### config.mk
export PLATFORM = sky130hd
export DESIGN_NAME = glbp_ctrl
export DESIGN_NICKNAME = d
export VERILOG_FILES = /design/src/rtl/glbp_pkg.sv /design/src/rtl/glbp_ctrl.sv
export SDC_FILE = /design/constraint.sdc
export NUM_CORES = 1
export LEC_CHECK = 0
export BUFFER_PORTS_ARGS = -buffer_cell sky130_fd_sc_hd__buf_2
export CORE_ASPECT_RATIO = 1.25
export CORE_MARGIN = 2
export CORE_UTILIZATION = 46
export DETAILED_ROUTE_END_ITERATION = 8
export PLACE_DENSITY_LB_ADDON = 0.1
export REMOVE_ABC_BUFFERS = 1
export SLEW_MARGIN = 20
export SYNTH_ARGS = -nofsm -noshare
export SYNTH_HDL_FRONTEND = slang
export SYNTH_SLANG_ARGS = --single-unit
### constraint.sdc
create_clock -name clk -period 3.3 [get_ports clk]
set_clock_uncertainty 0.2 [all_clocks]
set_input_delay 0.495 -clock clk [delete_from_list [all_inputs] [get_ports clk]]
set_output_delay 0.495 -clock clk [all_outputs]
set_load 0.05 [all_outputs]
### src/rtl/glbp_pkg.sv
// Shared types and constants of the greedy load balanced placer.
`timescale 1ns / 1ps
package glbp_pkg;

  localparam int CLASSES      = 2;     // class 0 is dense, class 1 is sparse
  localparam int GROUPS       = 4;     // groups in each class
  localparam int GRP_W        = 2;
  localparam int VID_W        = 24;
  localparam int COST_W       = 24;
  localparam int PLACED_W     = 24;
  localparam int EDGE_W       = 48;
  localparam int NUM_W        = 49;    // edge sum plus one cost
  localparam int RATE_W       = 32;
  localparam int CAP_W        = 16;
  localparam int PCOUNT_W     = 9;
  localparam int PIPES_W      = 64;
  localparam int PIPE_W       = 8;
  localparam int TP_W         = 40;    // rate times pipelines
  localparam int CTP_W        = 42;    // sum of the group throughputs of a class
  localparam int ROOM_W       = 25;
  localparam int PROD_W       = 91;
  localparam int PART_W       = 8;
  localparam int CFG_ADDR_W   = 3;
  localparam int CFG_DATA_W   = 64;
  localparam int IN_DATA_W    = 48;
  localparam int OUT_DATA_W   = 40;
  localparam int DIV_CNT_W    = 5;
  localparam int DIV_STEPS    = 24;
  localparam int PROD_SLOTS   = 4;
  localparam int SLOT_W       = 2;

  localparam logic [PCOUNT_W-1:0] PCOUNT_MAX = 9'd256;
  localparam logic [TP_W-1:0]     TP_FLOOR   = 40'd256;

  typedef enum logic [CFG_ADDR_W-1:0] {
    CFG_DENSE_RATE   = 3'd0,
    CFG_SPARSE_RATE  = 3'd1,
    CFG_DENSE_CAP    = 3'd2,
    CFG_SPARSE_CAP   = 3'd3,
    CFG_PART_COUNT   = 3'd4,
    CFG_DENSE_PIPES  = 3'd5,
    CFG_SPARSE_PIPES = 3'd6
  } cfg_reg_t;

  typedef enum logic [2:0] {
    MS_NUM_BTP  = 3'd0,   // candidate numerator times best throughput
    MS_BNUM_TP  = 3'd1,   // best numerator times candidate throughput
    MS_DEC_ST   = 3'd2,   // (dense total + cost) times sparse class throughput
    MS_SE_DT    = 3'd3,   // sparse total times dense class throughput
    MS_DE_ST    = 3'd4,   // dense total times sparse class throughput
    MS_SEC_DT   = 3'd5    // (sparse total + cost) times dense class throughput
  } mul_sel_t;

  typedef struct packed {
    logic              start_item;
    logic              cls;
    logic [GRP_W-1:0]  g;
    logic              use_pick;
    logic              acc_tp;
    logic              take;
    logic              mul_start;
    mul_sel_t          mul_sel;
    logic              prod_wr;
    logic [SLOT_W-1:0] prod_slot;
    logic              cls_set;
    logic              abs_en;
    logic              ccmp_en;
    logic              div_init;
    logic              div_step;
    logic              commit;
  } cmd_t;

  typedef struct packed {
    logic room_nz;
    logic best_valid;
    logic gcmp_take;
    logic any_pick;
    logic both_pick;
    logic mul_done;
    logic out_free;
  } sts_t;

endpackage

### src/rtl/glbp_ctrl.sv
// Controller: sequences the group scan, the class balance compare, the slot division and the commit.
`timescale 1ns / 1ps
module glbp_ctrl (
  input  logic             clk,
  input  logic             rst_n,
  input  logic             in_tvalid,
  output logic             in_tready,
  output glbp_pkg::cmd_t   cmd,
  input  glbp_pkg::sts_t   sts
);

  typedef enum logic [14:0] {
    S_IDLE  = 15'b000000000000001,
    S_GRP   = 15'b000000000000010,
    S_M1    = 15'b000000000000100,
    S_M2    = 15'b000000000001000,
    S_GCMP  = 15'b000000000010000,
    S_CLS   = 15'b000000000100000,
    S_CMA   = 15'b000000001000000,
    S_CMB   = 15'b000000010000000,
    S_CMC   = 15'b000000100000000,
    S_CMD   = 15'b000001000000000,
    S_ABS   = 15'b000010000000000,
    S_CCMP  = 15'b000100000000000,
    S_DINIT = 15'b001000000000000,
    S_DIV   = 15'b010000000000000,
    S_FIN   = 15'b100000000000000
  } state_t;

  state_t                          state_r, state_nxt;
  logic                            cls_r, cls_nxt;
  logic [glbp_pkg::GRP_W-1:0]      g_r, g_nxt;
  logic [glbp_pkg::DIV_CNT_W-1:0]  cnt_r, cnt_nxt;
  logic                            adv;

  always_comb begin
    state_nxt = state_r;
    cls_nxt   = cls_r;
    g_nxt     = g_r;
    cnt_nxt   = cnt_r;
    adv       = 1'b0;
    cmd       = '0;
    cmd.cls   = cls_r;
    cmd.g     = g_r;
    cmd.mul_sel = glbp_pkg::MS_NUM_BTP;
    in_tready = state_r == S_IDLE;

    unique case (state_r)
      S_IDLE: begin
        if (in_tvalid) begin
          cmd.start_item = 1'b1;
          cls_nxt        = 1'b0;
          g_nxt          = '0;
          state_nxt      = S_GRP;
        end
      end
      S_GRP: begin
        cmd.acc_tp = 1'b1;
        if (!sts.room_nz) begin
          adv = 1'b1;
        end else if (!sts.best_valid) begin
          cmd.take = 1'b1;
          adv      = 1'b1;
        end else begin
          cmd.mul_start = 1'b1;
          cmd.mul_sel   = glbp_pkg::MS_NUM_BTP;
          state_nxt     = S_M1;
        end
      end
      S_M1: begin
        if (sts.mul_done) begin
          cmd.prod_wr   = 1'b1;
          cmd.prod_slot = 2'd0;
          cmd.mul_start = 1'b1;
          cmd.mul_sel   = glbp_pkg::MS_BNUM_TP;
          state_nxt     = S_M2;
        end
      end
      S_M2: begin
        if (sts.mul_done) begin
          cmd.prod_wr   = 1'b1;
          cmd.prod_slot = 2'd1;
          state_nxt     = S_GCMP;
        end
      end
      S_GCMP: begin
        cmd.take = sts.gcmp_take;
        adv      = 1'b1;
      end
      S_CLS: begin
        cmd.cls_set = 1'b1;
        if (!sts.any_pick) begin
          state_nxt = S_FIN;
        end else if (sts.both_pick) begin
          cmd.mul_start = 1'b1;
          cmd.mul_sel   = glbp_pkg::MS_DEC_ST;
          state_nxt     = S_CMA;
        end else begin
          state_nxt = S_DINIT;
        end
      end
      S_CMA: begin
        if (sts.mul_done) begin
          cmd.prod_wr   = 1'b1;
          cmd.prod_slot = 2'd0;
          cmd.mul_start = 1'b1;
          cmd.mul_sel   = glbp_pkg::MS_SE_DT;
          state_nxt     = S_CMB;
        end
      end
      S_CMB: begin
        if (sts.mul_done) begin
          cmd.prod_wr   = 1'b1;
          cmd.prod_slot = 2'd1;
          cmd.mul_start = 1'b1;
          cmd.mul_sel   = glbp_pkg::MS_DE_ST;
          state_nxt     = S_CMC;
        end
      end
      S_CMC: begin
        if (sts.mul_done) begin
          cmd.prod_wr   = 1'b1;
          cmd.prod_slot = 2'd2;
          cmd.mul_start = 1'b1;
          cmd.mul_sel   = glbp_pkg::MS_SEC_DT;
          state_nxt     = S_CMD;
        end
      end
      S_CMD: begin
        if (sts.mul_done) begin
          cmd.prod_wr   = 1'b1;
          cmd.prod_slot = 2'd3;
          state_nxt     = S_ABS;
        end
      end
      S_ABS: begin
        cmd.abs_en = 1'b1;
        state_nxt  = S_CCMP;
      end
      S_CCMP: begin
        cmd.ccmp_en = 1'b1;
        state_nxt   = S_DINIT;
      end
      S_DINIT: begin
        cmd.use_pick = 1'b1;
        cmd.div_init = 1'b1;
        cnt_nxt      = '0;
        state_nxt    = S_DIV;
      end
      S_DIV: begin
        cmd.div_step = 1'b1;
        cnt_nxt      = cnt_r + glbp_pkg::DIV_CNT_W'(1);
        if (cnt_r == glbp_pkg::DIV_CNT_W'(glbp_pkg::DIV_STEPS - 1)) begin
          state_nxt = S_FIN;
        end
      end
      S_FIN: begin
        cmd.use_pick = 1'b1;
        if (sts.out_free) begin
          cmd.commit = 1'b1;
          state_nxt  = S_IDLE;
        end
      end
      default: state_nxt = S_IDLE;
    endcase

    // Move to the next group, then to the sparse class, then to the class decision.
    if (adv) begin
      if (g_r == glbp_pkg::GRP_W'(glbp_pkg::GROUPS - 1)) begin
        g_nxt = '0;
        if (cls_r) begin
          state_nxt = S_CLS;
        end else begin
          cls_nxt   = 1'b1;
          state_nxt = S_GRP;
        end
      end else begin
        g_nxt     = g_r + glbp_pkg::GRP_W'(1);
        state_nxt = S_GRP;
      end
    end
  end

  always_ff @(posedge clk) begin
    if (!rst_n) begin
      state_r <= S_IDLE;
      cls_r   <= 1'b0;
      g_r     <= '0;
      cnt_r   <= '0;
    end else begin
      state_r <= state_nxt;
      cls_r   <= cls_nxt;
      g_r     <= g_nxt;
      cnt_r   <= cnt_nxt;
    end
  end

endmodule

==> summary.md <==
| Metric | Value |
|---|---|
| Status | `finished, final reports clean` |
| Global-route wire length before repair | `between 6 and 7 mm` |
| CP peak stage delay | `a little over 0.5 ns` |
| DR iter-0 viols | `61` |
| GRT overflow | `0` |
| IR drop worst, VDD | `0.2990 mV` |
| Remaining antenna violation count | `0` |
| DP Wirelength | `around 3.1 mm` |
| CTS root buf | `clkbuf_8` |
| Power per Cell Area | `between 300 and 400 nW/um^2` |
| FMAX | `approximately 320 MHz` |
| Sink Count | `23` |
| Inserted Diodes | `0` |
| CTS tree | `done` |
| Yosys reg bits | `23` |
| Commonest non-fill, non-tap cell in the layout | `buf_2` |
| Vias per inst | `~6.0` |
| Port Buffers | `30` |
| Slew margin rel. | `roughly half` |
| Cells along the critical path | `nor4_4 > nand4_1 > or3_1 > nor2_1 > and2_1 > buf_2` |
| Leading area contributor after synthesis | `dfxtp_1` |
| CP Data Arrival Time | `2.41 ns` |
| Max-cap violation count | `0` |
| Slew @ Worst Pin | `around 0.73 ns` |
| Die height | `a little under 70 um` |
| Critical path's slowest cell | `nor4_4` |
| Multi-input gate area | `975.9 sq um` |
| Leakage Power | `~0.00080 uW` |
| Vias | `roughly 1600` |
| Post-layout nets | `235` |
| Post-synthesis cell type count | `48` |
| Worst EP required | `between 2 and 3 ns` |
| Worst-Skew Late Latency | `about 0.26 ns` |
| # hold bufs at CTS | `0` |
| Reg area | `approximately 460 sq um` |
| Syn Inst Count | `approximately 190` |
| H-tree depth | `1` |
| Initial antenna violation count | `0` |
| Inserted Clock Buffers | `3` |
| Synth top area share | `slightly above 30%` |
| Reg clk slew, reported paths | `0.08 ns` |
| Syn avg cell area | `about 7.8 sq um` |
| DRC | `0` |
| Dominant cells by area after synthesis | `dfxtp_1 31%, nand3_1 5.3%, a21oi_1 5.0%, nor2_1 5.0%, o21ai_0 3.7%` |
| CP Capture Type | `output port` |
| Initial Util | `about 47%` |
| Unrepaired setup endpoints after global routing | `false` |
| Commonest non-fill, non-tap cells in the layout | `30 x buf_2, 23 x dfxtp_1, 19 x nor2_1` |
| Syn Std Cell Area | `1498 sq um` |
| Top Family by Delay on Critical Path | `simple AND/OR/NAND/NOR gates` |
| GPL Wtd Cong | `approximately 0.90` |
| Final instance area | `roughly 1700 sq um` |
| Register area share after synthesis | `between 30 and 40%` |
| Row cnt | `23` |
| P&R area growth vs syn | `15.87%` |
| Final hold vios | `0` |
| Total track usage | `about a quarter` |
| Chip width | `~55 um` |
| Ys Warns | `0` |
| Std-Cell Core Area | `between 3000 and 4000 sq um` |
| Crit Path Category | `reg -> out` |
| Crit path time final | `about 3.1 ns` |
| IO Pins | `31` |
| Final setup fails | `0` |
| Pin count of the biggest net entering global routing | `16` |
| Area post-placement | `approximately 1700 sq um` |
| Count of filler cells inserted in the layout | `312` |
| Number of global-route vias before repair | `1431` |
| Worst Hold Class | `reg -> reg` |
| Pre-antenna DRT Iters | `4` |
| Share of cells above drive strength 1 | `between 20% and 30%` |
| Setup crit start kind | `flip-flop` |
| Final wirelength | `3.988 mm` |
| CP Buf/Inv Count | `1` |
| Worst Path Max Fanout | `7` |
| Async S/R FF share, synth | `0%` |
| Tcrit/Tclk final | `roughly 94%` |
| Pins over their slew limit | `0` |
| Setup TNS | `0 ns` |
| Routed WL per cell | `~15 um` |
| Most used DFF post-synth | `dfxtp_1` |
| Die Area | `~3700 sq um` |
| Post-synth EDFFs | `0` |
| Deepest clock path buffer count | `2` |
registers in the layout, summed over array words and instances, names as in the netlist:
signal	count
cls_r	1
g_r	2
state_r	15
cnt_r	5
per-layer routing:
layer  global-route usage (%)  share of wire [%]  vias up
met1                    29.44                 42      737
met5                        0                  0        -
met4                    7.317                1.7        0
li1                         -                  -      779
met3                    3.319                2.4        8
met2                    41.96                 54       30
cell type report:
| class | count | area share [%] |
|---|---|---|
| clock buffers | 3 | 2.379 |
| clock inverters | 1 | 0.2884 |
| inverters | 9 | 1.947 |
| multi-input cells | 153 | 56.24 |
| flip-flops and latches | 23 | 26.53 |
| well taps | 37 | 2.668 |
| repair buffers | 33 | 9.950 |
metrics by stage:
stage | instances | utilization (%) | hold WS, ns | total power, uW | worst slack [ns]
floorplan | 185 | - | 0.2541 | 411.4 | -0.05362
global placement | 255 | 53.12 | 0.2650 | 456.8 | 0.4532
detailed placement | 255 | 53.12 | 0.2791 | 458.5 | 0.3684
CTS | 259 | 54.58 | 0.2899 | 635.8 | 0.05727
global route | 259 | 54.82 | 0.2915 | 664.8 | 0.04133
finish | 259 | 54.82 | 0.2851 | 631.6 | 0.1997
final timing paths:
path | startpoint | to | slack [ns] | depth (start not counted)
max | state_r[8]$_SDFFE_PN0P_ | cmd[0] | 0.20 | 6
min | cls_r$_SDFF_PN0_ | cls_r$_SDFF_PN0_ | 0.29 | 2
max reg2reg | state_r[2]$_SDFFE_PN0P_ | state_r[9]$_SDFFE_PN0P_ | 0.75 | 5
min reg2reg | cls_r$_SDFF_PN0_ | cls_r$_SDFF_PN0_ | 0.29 | 2
worst register-to-register path, cell delays in order (launching register included):
cell     delay [ns]
dfxtp_1        0.39
nor4_2         0.58
nand3_1        0.25
o32ai_1        0.67
o21ai_0        0.20
a21oi_1        0.19
cell usage after synthesis (2+ instances only):
library cell	n
a21oi_1	15
and2_1	4
and3_1	2
clkbuf_1	3
dfxtp_1	23
ha_1	2
inv_1	9
nand2_1	12
nand2b_1	2
nand3_1	16
nand3b_1	2
nand4_1	7
nor2_1	20
nor2b_1	5
nor3_1	4
nor3b_1	3
nor4_2	2
nor4b_1	4
o21a_1	4
o21ai_0	11
o32a_1	2
or3_1	6
or4_1	4
or4_4	2
xnor2_1	3
xor2_1	2
cell families after synthesis:
kind of cell / Yosys count / share of synthesized area, %
adders and majority gates: 2 / 1.671
DFF: 23 / 30.74
xor gates and xnor gates: 5 / 2.925
AOI/OAI and AO/OA: 44 / 19.30
and+or+nand+nor: 102 / 40.77
buffers and inverters: 15 / 4.594
timing repair:
action                     CTS  global route
resized for setup            0             2
setup endpoints to repair    0             2
setup buffers                0             0
report_power, final:
group          switching (uW)  internal [uW]  total [uW]
logic                     112           50.9         163
registers                8.43            284         292
clock network            92.6           84.3         177
Power figures use the tool's default switching activity.
